### config.mk
export PLATFORM = sky130hd
export DESIGN_NAME = three_level_feedback_scheduler
export DESIGN_NICKNAME = d
export VERILOG_FILES = /design/src/rtl/tlfs_pkg.sv /design/src/rtl/three_level_feedback_scheduler.sv
export SDC_FILE = /design/constraint.sdc
export NUM_CORES = 2
export LEC_CHECK = 0
export BUFFER_PORTS_ARGS = -buffer_cell sky130_fd_sc_hd__buf_2
export CAP_MARGIN = 20
export CORE_MARGIN = 2
export CORE_UTILIZATION = 50
export DETAILED_ROUTE_END_ITERATION = 8
export PLACE_DENSITY = 0.66
export SETUP_SLACK_MARGIN = 0.2
export SYNTH_ARGS = -nofsm -noshare
export SYNTH_HDL_FRONTEND = slang
export SYNTH_SLANG_ARGS = --single-unit
### constraint.sdc
create_clock -name clk_i -period 16.5 [get_ports clk_i]
set_clock_uncertainty 0.2 [all_clocks]
set_input_delay 2.475 -clock clk_i [delete_from_list [all_inputs] [get_ports clk_i]]
set_output_delay 2.475 -clock clk_i [all_outputs]
set_load 0.1 [all_outputs]
### src/rtl/tlfs_pkg.sv
// Shared types and constants for the three-level feedback scheduler.
`timescale 1ns / 1ps
package tlfs_pkg;

  typedef enum logic [1:0] {
    MODE_ADD  = 2'd0,
    MODE_PICK = 2'd1,
    MODE_AGE  = 2'd2,
    MODE_NOP  = 2'd3
  } mode_e;

  typedef enum logic [1:0] {
    ST_OK    = 2'd0,
    ST_FULL  = 2'd1,
    ST_EMPTY = 2'd2
  } status_e;

  typedef enum logic [2:0] {
    FSM_IDLE,
    FSM_ADD,
    FSM_PICK,
    FSM_AGE,
    FSM_MIGR,
    FSM_DONE
  } fsm_e;

  localparam logic [2:0] REG_L1_FLOOR = 3'd0;
  localparam logic [2:0] REG_L2_FLOOR = 3'd1;
  localparam logic [2:0] REG_PERIOD   = 3'd2;
  localparam logic [2:0] REG_STEP     = 3'd3;
  localparam logic [2:0] REG_CEILING  = 3'd4;

  localparam logic [7:0]  L1_FLOOR_RST = 8'd100;
  localparam logic [7:0]  L2_FLOOR_RST = 8'd50;
  localparam logic [15:0] PERIOD_RST   = 16'd1500;
  localparam logic [7:0]  STEP_RST     = 8'd10;
  localparam logic [7:0]  CEILING_RST  = 8'd149;

  // Level a priority earns under the given floors.
  function automatic logic [1:0] level_for(input logic [7:0] prio,
                                           input logic [7:0] f1,
                                           input logic [7:0] f2);
    logic [1:0] lvl;
    if (prio >= f1) begin
      lvl = 2'd1;
    end else if (prio >= f2) begin
      lvl = 2'd2;
    end else begin
      lvl = 2'd3;
    end
    return lvl;
  endfunction

endpackage

### src/rtl/three_level_feedback_scheduler.sv
// Top level: ready table, entry sequencer and shared compare/age unit.
`timescale 1ns / 1ps
// Accept to result: add and pick scan every entry, then report; an aging pass scans
// every entry to age it, then again to migrate levels; an unused mode goes straight
// to the result. One entry is visited per cycle by the scan. The next word is taken
// in the cycle after the result; busy is high while a word is in work.
// Reset: all entries invalid, order counter zero, registers at reset values.
// done_o strobes for one cycle with the result; the receiver cannot stall.
module three_level_feedback_scheduler #(
  parameter int MAX_TASKS = 16
) (
  input  logic        clk_i,
  input  logic        rst_ni,
  input  logic        start,
  output logic        busy,
  input  logic        cfg_we_i,
  input  logic [2:0]  cfg_idx_i,
  input  logic [15:0] cfg_data_i,
  input  logic [1:0]  mode_i,
  input  logic [7:0]  task_id_i,
  input  logic [7:0]  task_priority_i,
  input  logic [15:0] burst_estimate_i,
  input  logic [31:0] now_ticks_i,
  input  logic [1:0]  running_level_i,
  input  logic [15:0] running_burst_i,
  output logic        done_o,
  output logic [1:0]  status_o,
  output logic [7:0]  picked_id_o,
  output logic [1:0]  picked_level_o,
  output logic        preempt_o
);

  localparam int IW = (MAX_TASKS > 1) ? $clog2(MAX_TASKS) : 1;
  localparam int CW = $clog2(MAX_TASKS + 1);
  localparam logic [CW-1:0] LAST = CW'(MAX_TASKS - 1);

  // configuration
  logic [7:0]  l1_q, l2_q, step_q, ceil_q;
  logic [15:0] period_q;

  always_ff @(posedge clk_i or negedge rst_ni) begin
    if (!rst_ni) begin
      l1_q     <= tlfs_pkg::L1_FLOOR_RST;
      l2_q     <= tlfs_pkg::L2_FLOOR_RST;
      period_q <= tlfs_pkg::PERIOD_RST;
      step_q   <= tlfs_pkg::STEP_RST;
      ceil_q   <= tlfs_pkg::CEILING_RST;
    end else if (cfg_we_i) begin
      case (cfg_idx_i)
        tlfs_pkg::REG_L1_FLOOR: l1_q     <= cfg_data_i[7:0];
        tlfs_pkg::REG_L2_FLOOR: l2_q     <= cfg_data_i[7:0];
        tlfs_pkg::REG_PERIOD:   period_q <= cfg_data_i;
        tlfs_pkg::REG_STEP:     step_q   <= cfg_data_i[7:0];
        tlfs_pkg::REG_CEILING:  ceil_q   <= cfg_data_i[7:0];
        default: ;
      endcase
    end
  end

  // entry table (valid bits reset, payload not)
  logic [MAX_TASKS-1:0] valid_q;
  logic [7:0]  id_q     [MAX_TASKS];
  logic [15:0] burst_q  [MAX_TASKS];
  logic [7:0]  prio_q   [MAX_TASKS];
  logic [31:0] waited_q [MAX_TASKS];
  logic [31:0] wstart_q [MAX_TASKS];
  logic [1:0]  level_q  [MAX_TASKS];
  logic [15:0] order_q  [MAX_TASKS];
  logic [15:0] ocnt_q;

  // latched input word
  tlfs_pkg::mode_e mode_q;
  logic [7:0]  tid_q, tprio_q;
  logic [15:0] tburst_q, rburst_q;
  logic [31:0] now_q;
  logic [1:0]  rlevel_q;

  tlfs_pkg::fsm_e st_q, st_d;
  logic [CW-1:0] cnt_q;
  logic [IW-1:0] idx;
  assign idx = cnt_q[IW-1:0];

  // scan results
  logic          found_q;           // free slot or candidate found
  logic [IW-1:0] best_q;
  logic [1:0]    blvl_q;            // level of best candidate
  logic [15:0]   bkey_q;            // burst, priority or age
  logic [7:0]    bid_q;
  logic          pre_q;
  logic [1:0]    status_q;

  wire accept = start && !busy;
  assign busy = (st_q != tlfs_pkg::FSM_IDLE);

  // next state
  always_comb begin
    st_d = st_q;
    case (st_q)
      tlfs_pkg::FSM_IDLE: if (accept) begin
        case (tlfs_pkg::mode_e'(mode_i))
          tlfs_pkg::MODE_ADD:  st_d = tlfs_pkg::FSM_ADD;
          tlfs_pkg::MODE_PICK: st_d = tlfs_pkg::FSM_PICK;
          tlfs_pkg::MODE_AGE:  st_d = tlfs_pkg::FSM_AGE;
          default:             st_d = tlfs_pkg::FSM_DONE;
        endcase
      end
      tlfs_pkg::FSM_ADD, tlfs_pkg::FSM_PICK, tlfs_pkg::FSM_MIGR:
        if (cnt_q == LAST) st_d = tlfs_pkg::FSM_DONE;
      tlfs_pkg::FSM_AGE: if (cnt_q == LAST) st_d = tlfs_pkg::FSM_MIGR;
      tlfs_pkg::FSM_DONE: st_d = tlfs_pkg::FSM_IDLE;
      default: st_d = tlfs_pkg::FSM_IDLE;
    endcase
  end

  // shared per-entry unit: candidate compare for pick
  logic [15:0] age_i, ckey;
  logic        cand_better;
  always_comb begin
    age_i = ocnt_q - order_q[idx];
    case (level_q[idx])
      2'd1:    ckey = burst_q[idx];
      2'd2:    ckey = {8'd0, prio_q[idx]};
      default: ckey = age_i;
    endcase
    cand_better = 1'b0;
    if (valid_q[idx]) begin
      if (!found_q || level_q[idx] < blvl_q) begin
        cand_better = 1'b1;
      end else if (level_q[idx] == blvl_q) begin
        case (blvl_q)
          2'd1: cand_better = (ckey < bkey_q) ||
                              (ckey == bkey_q && id_q[idx] < bid_q);
          2'd2: cand_better = (ckey > bkey_q) ||
                              (ckey == bkey_q && id_q[idx] < bid_q);
          default: cand_better = ckey > bkey_q;
        endcase
      end
    end
  end

  // aging arithmetic on the visited entry
  logic [32:0] sum;
  logic [31:0] waited_n;
  logic [8:0]  psum;
  logic [7:0]  prio_n;
  logic        boost;
  always_comb begin
    sum      = {1'b0, waited_q[idx]} + {1'b0, now_q - wstart_q[idx]};
    waited_n = sum[32] ? 32'hFFFF_FFFF : sum[31:0];
    boost    = waited_n >= {16'd0, period_q};
    psum     = {1'b0, prio_q[idx]} + {1'b0, step_q};
    prio_n   = (psum > {1'b0, ceil_q}) ? ceil_q : psum[7:0];
  end

  logic [1:0] want;
  logic       moves;
  assign want  = tlfs_pkg::level_for(prio_q[idx], l1_q, l2_q);
  assign moves = valid_q[idx] && level_q[idx] != 2'd1 && want < level_q[idx];

  function automatic logic running_lvl_hit(input logic [1:0] rl, input logic [1:0] w,
                                           input logic [15:0] b, input logic [15:0] rb);
    logic h;
    h = (rl == 2'd3) || (rl == 2'd2 && w == 2'd1) ||
        (rl == 2'd1 && w == 2'd1 && b < rb);
    return h;
  endfunction

  always_ff @(posedge clk_i or negedge rst_ni) begin
    if (!rst_ni) begin
      st_q     <= tlfs_pkg::FSM_IDLE;
      cnt_q    <= '0;
      valid_q  <= '0;
      ocnt_q   <= '0;
      found_q  <= 1'b0;
      pre_q    <= 1'b0;
      status_q <= tlfs_pkg::ST_OK;
      best_q   <= '0;
      blvl_q   <= '0;
      mode_q   <= tlfs_pkg::MODE_NOP;
    end else begin
      st_q <= st_d;
      case (st_q)
        tlfs_pkg::FSM_IDLE: begin
          cnt_q    <= '0;
          found_q  <= 1'b0;
          pre_q    <= 1'b0;
          status_q <= tlfs_pkg::ST_OK;
          if (accept) mode_q <= tlfs_pkg::mode_e'(mode_i);
        end
        tlfs_pkg::FSM_ADD: begin
          cnt_q <= cnt_q + 1'b1;
          if (!found_q && !valid_q[idx]) begin
            found_q <= 1'b1;
            best_q  <= idx;
          end
          if (cnt_q == LAST) begin
            if (found_q || !valid_q[idx]) begin
              valid_q[found_q ? best_q : idx] <= 1'b1;
              ocnt_q <= ocnt_q + 16'd1;
            end else begin
              status_q <= tlfs_pkg::ST_FULL;
            end
          end
        end
        tlfs_pkg::FSM_PICK: begin
          cnt_q <= cnt_q + 1'b1;
          if (cand_better) begin
            found_q <= 1'b1;
            best_q  <= idx;
            blvl_q  <= level_q[idx];
            bkey_q  <= ckey;
            bid_q   <= id_q[idx];
          end
        end
        tlfs_pkg::FSM_AGE: begin
          cnt_q <= (cnt_q == LAST) ? '0 : cnt_q + 1'b1;
        end
        tlfs_pkg::FSM_MIGR: begin
          cnt_q <= cnt_q + 1'b1;
          if (moves) begin
            if (running_lvl_hit(rlevel_q, want, burst_q[idx], rburst_q)) pre_q <= 1'b1;
          end
        end
        tlfs_pkg::FSM_DONE: begin
          if (mode_q == tlfs_pkg::MODE_PICK) begin
            if (found_q) valid_q[best_q] <= 1'b0;
            else status_q <= tlfs_pkg::ST_EMPTY;
          end
        end
        default: ;
      endcase
    end
  end

  // payload writes
  logic [IW-1:0] add_slot;
  assign add_slot = found_q ? best_q : idx;
  always_ff @(posedge clk_i) begin
    if (accept) begin
      tid_q    <= task_id_i;
      tprio_q  <= task_priority_i;
      tburst_q <= burst_estimate_i;
      now_q    <= now_ticks_i;
      rlevel_q <= running_level_i;
      rburst_q <= running_burst_i;
    end
    if (st_q == tlfs_pkg::FSM_ADD && cnt_q == LAST && (found_q || !valid_q[idx])) begin
      id_q[add_slot]     <= tid_q;
      prio_q[add_slot]   <= tprio_q;
      burst_q[add_slot]  <= tburst_q;
      wstart_q[add_slot] <= now_q;
      waited_q[add_slot] <= 32'd0;
      level_q[add_slot]  <= tlfs_pkg::level_for(tprio_q, l1_q, l2_q);
      order_q[add_slot]  <= ocnt_q;
    end
    if (st_q == tlfs_pkg::FSM_AGE && valid_q[idx]) begin
      wstart_q[idx] <= now_q;
      waited_q[idx] <= boost ? waited_n - {16'd0, period_q} : waited_n;
      if (boost) prio_q[idx] <= prio_n;
    end
    if (st_q == tlfs_pkg::FSM_MIGR && moves) level_q[idx] <= want;
  end

  // result word
  always_comb begin
    done_o         = (st_q == tlfs_pkg::FSM_DONE);
    status_o       = status_q;
    picked_id_o    = 8'd0;
    picked_level_o = 2'd0;
    preempt_o      = 1'b0;
    if (mode_q == tlfs_pkg::MODE_PICK) begin
      if (found_q) begin
        picked_id_o    = bid_q;
        picked_level_o = blvl_q;
      end else begin
        status_o = tlfs_pkg::ST_EMPTY;
      end
    end
    if (mode_q == tlfs_pkg::MODE_AGE) preempt_o = pre_q;
  end

  a_done_one: assert property (@(posedge clk_i) disable iff (!rst_ni)
    done_o |=> !done_o) else $error("result strobe longer than one cycle");
  a_idle_after: assert property (@(posedge clk_i) disable iff (!rst_ni)
    done_o |=> !busy) else $error("not idle after result");
  a_pick_lvl: assert property (@(posedge clk_i) disable iff (!rst_ni)
    (done_o && status_o != tlfs_pkg::ST_OK) |-> picked_level_o == 2'd0)
    else $error("level reported on failed item");

endmodule

==> run metrics <==
status=finished clean; post-cts resize count=0; CP Launch Type=register; Crit Path Class=reg -> reg; Mapped Nets=4763; CP peak stage delay=0.96 ns; H-tree Lvls=4; pin slew with the least headroom to its limit=1.03 ns; setup violators final=0; dpl hpwl=120 mm; Die Area=174000 um^2; capturing element type of the critical path=register; Vias/cell=6.25; remaining antenna violation count=0; Max FO, Critical Path=58; EDFF count, synth=1930; gp weighted congestion=0.931; r2r endpoint=prio_q[14][2]$_DFFE_PP_; Peak Freq=0.0825 GHz; synth unique cells=90; hold crit path type=reg -> reg; die width=417 um; slew margin rel.=30.5%; reg2reg start=cnt_q[1]$_DFFE_PN0P_; root buffer cell=clkbuf_16; vias in the first global route=44600; R2R depth=34; HP Start=status_q[0]$_DFFE_PN0P_; Primary FF master, synth=edfxtp_1; CTS tree=built; final setup TNS=0 ns; io pins=122; WHS Endpoint=status_q[0]$_DFFE_PN0P_; chip height=417 um; pin count of the biggest net entering global routing=138; Core Area=169000 um^2; syn avg cell area=19.1 um^2; Reg clk slew, reported paths=0.06 ns; Vias=44500; later-pin clock latency in the skew report=0.84 ns; number of setup buffers added after CTS=0; Seq/Total Area, Yosys=71.0%; Post-Place Setup Slack=4.12 ns; Min Clock Period, post-route=12.12 ns; number of port buffers=121; total gr overflow=0; final cycle utilization of the critical path=73.5%; RSZ-0062 raised after global routing=false; Yosys reg bits=2030; DRC viols=0; final core utilization=56.3%; reg2reg setup slack=4.38 ns; Post-Synthesis Cells=4458; Slowest-stage cell, CP=dfrtp_4; Post-CTS Hold Buffers=0; post-synthesis adder-cell area fraction=2.95%; Hold Violations, Final=0; initial antenna violation count=5; CTS Buf Count=199; WP data arrival=12.36 ns; Synth Area in Simple Gates=3.42%; Nets=5038; DRT Pass-1 Iters=6; Total GRT Usage=23.9%; share of cells above drive strength 1=24.9%; async set-or-reset flop fraction in the synthesized netlist=4.93%; Worst Setup Slack, final=4.38 ns; drt total wl=207 mm; wire length of the first global-routing pass=303 mm; maximum root-to-sink buffer count=3; DRT iter0 DRCs=5251; clock sinks=2030; Placement Cell Area=89000 um^2; Synth Area in Compound Gates=4.43%; final instance area=95300 um^2; combinational family with the most area after synthesis=multiplexers; Post-Synth XOR/XNOR Area=0.926%; Synth Cell Area=85200 um^2; max cap viols=0; # rows=151; synth warn=0; mux share of post-synthesis cell area=15.5%; WP data required=16.74 ns; Initial Utilization=50.3%; Final Max Slew Viols=0; Routed WL per cell=29.0 um; P&R area growth vs syn=11.9%; Hold Path Depth=1
==> final cells by class <==
type / instances / area [um^2]
fill: 12700 / 74000
clock inverter: 105 / 813
clock buffer: 267 / 5370
inverter: 184 / 693
antenna: 4 / 10.0
multi-input combinational: 2056 / 23400
tap: 2218 / 2780
timing repair buffer: 262 / 1690
sequential: 2030 / 60500
==> how the worst max path moves through the flow <==
| stage | startpoint | cells after the start | end |
|---|---|---|---|
| floorplan | cnt_q[0]$_DFFE_PN0P_ | 39 | waited_q[0][1]$_DFFE_PP_ |
| global placement | cnt_q[0]$_DFFE_PN0P_ | 34 | prio_q[12][2]$_DFFE_PP_ |
| detailed placement | cnt_q[0]$_DFFE_PN0P_ | 34 | prio_q[3][5]$_DFFE_PP_ |
| CTS | cnt_q[0]$_DFFE_PN0P_ | 34 | prio_q[5][5]$_DFFE_PP_ |
| global route | cnt_q[0]$_DFFE_PN0P_ | 34 | prio_q[14][3]$_DFFE_PP_ |
| finish | cnt_q[1]$_DFFE_PN0P_ | 34 | prio_q[14][2]$_DFFE_PP_ |
==> flip-flops by register name, indices dropped and copies added, names as in the netlist, 16 cells and up <==
register	flops
burst_q	256
id_q	128
tburst_q	16
ocnt_q	16
level_q	32
prio_q	128
order_q	256
waited_q	512
rburst_q	16
now_q	32
wstart_q	512
bkey_q	16
valid_q	16
period_q	16
==> layout by cell type (no fill, tap or decap), types with 17 or more instances in the layout <==
master and n:
and2_1 26, nor2b_1 21, nand2_1 202, a21o_1 65
xnor2_1 61, nor2_1 87, nand3_1 49, mux2_2 18
nand4_1 28, o21ai_0 147, or3_1 17, and3_1 24
dfrtp_1 75, o21a_1 24, clkinv_2 28, edfxtp_1 1930
or2_2 18, a211oi_1 20, o31ai_1 22, buf_4 126
nor3_1 31, ha_1 193, a31oi_1 24, clkbuf_1 57
xor2_1 29, mux4_2 573, inv_1 167, buf_2 126
a21oi_1 136, dfstp_2 21, nand2b_1 26, clkinv_1 47
clkbuf_16 201
==> per-stage QoR <==
stage	hold slack, ns	std cells
floorplan	0.252	4458
global placement	0.270	6726
detailed placement	0.280	6732
CTS	0.294	7104
global route	0.311	7126
finish	0.290	7126
==> cell usage after synthesis, types with 8 or more instances <==
cell	instances	area [um^2]
a2111oi_0	8	70.1
a211o_1	8	70.1
a211oi_1	20	150
a21o_1	65	488
a21oi_1	136	681
a221oi_1	9	78.8
a31oi_1	24	150
and2_1	26	163
and3_1	24	150
and4_1	8	70.1
buf_1	39	146
buf_2	32	160
clkbuf_1	112	420
dfrtp_1	79	1980
dfstp_2	21	552
edfxtp_1	1930	58000
ha_1	193	2410
inv_1	184	691
mux2_2	18	203
mux2i_1	12	120
mux4_2	573	12900
nand2_1	203	762
nand2b_1	26	163
nand3_1	49	245
nand4_1	28	175
nor2_1	87	327
nor2b_1	21	131
nor3_1	32	160
o211ai_1	16	120
o21a_1	24	180
o21ai_0	162	811
o21bai_1	13	97.6
o31ai_1	23	173
or2_2	18	113
or3_1	17	106
xnor2_1	61	534
xor2_1	29	254
==> logic make-up (layout without fill, tap and decap cells) <==
kind of cell,Yosys count,in the layout
AO/OA/AOI/OAI,585,585
flip-flops,2030,2030
other,0,4
AND/OR/NAND/NOR,580,580
XOR/XNOR,90,90
multiplexers,603,603
buffers and inverters,372,818
adder cells (fa/ha/maj),198,198
==> layer usage <==
metal  vias up  GRT usage, %  share of wire (%)
li1      18800             -                  -
met1     23500          35.8                 43
met2      1891          37.6                 48
met3       276          3.49                7.5
met4         0          5.70                2.2
met5         -             0                  0
==> critical path: cells and delay by family (launching register included) <==
kind / cells / cell delay, ns
multiplexers: 2 / 0.90
buffers and inverters: 4 / 1.39
AO/OA/AOI/OAI: 15 / 4.48
adder cells (fa/ha/maj): 4 / 1.35
AND/OR/NAND/NOR: 8 / 2.12
flip-flops: 1 / 0.96
XOR/XNOR: 1 / 0.17
Power is not shown: default switching activity piles up to over one toggle a cycle in this logic, so the estimate is an artifact.
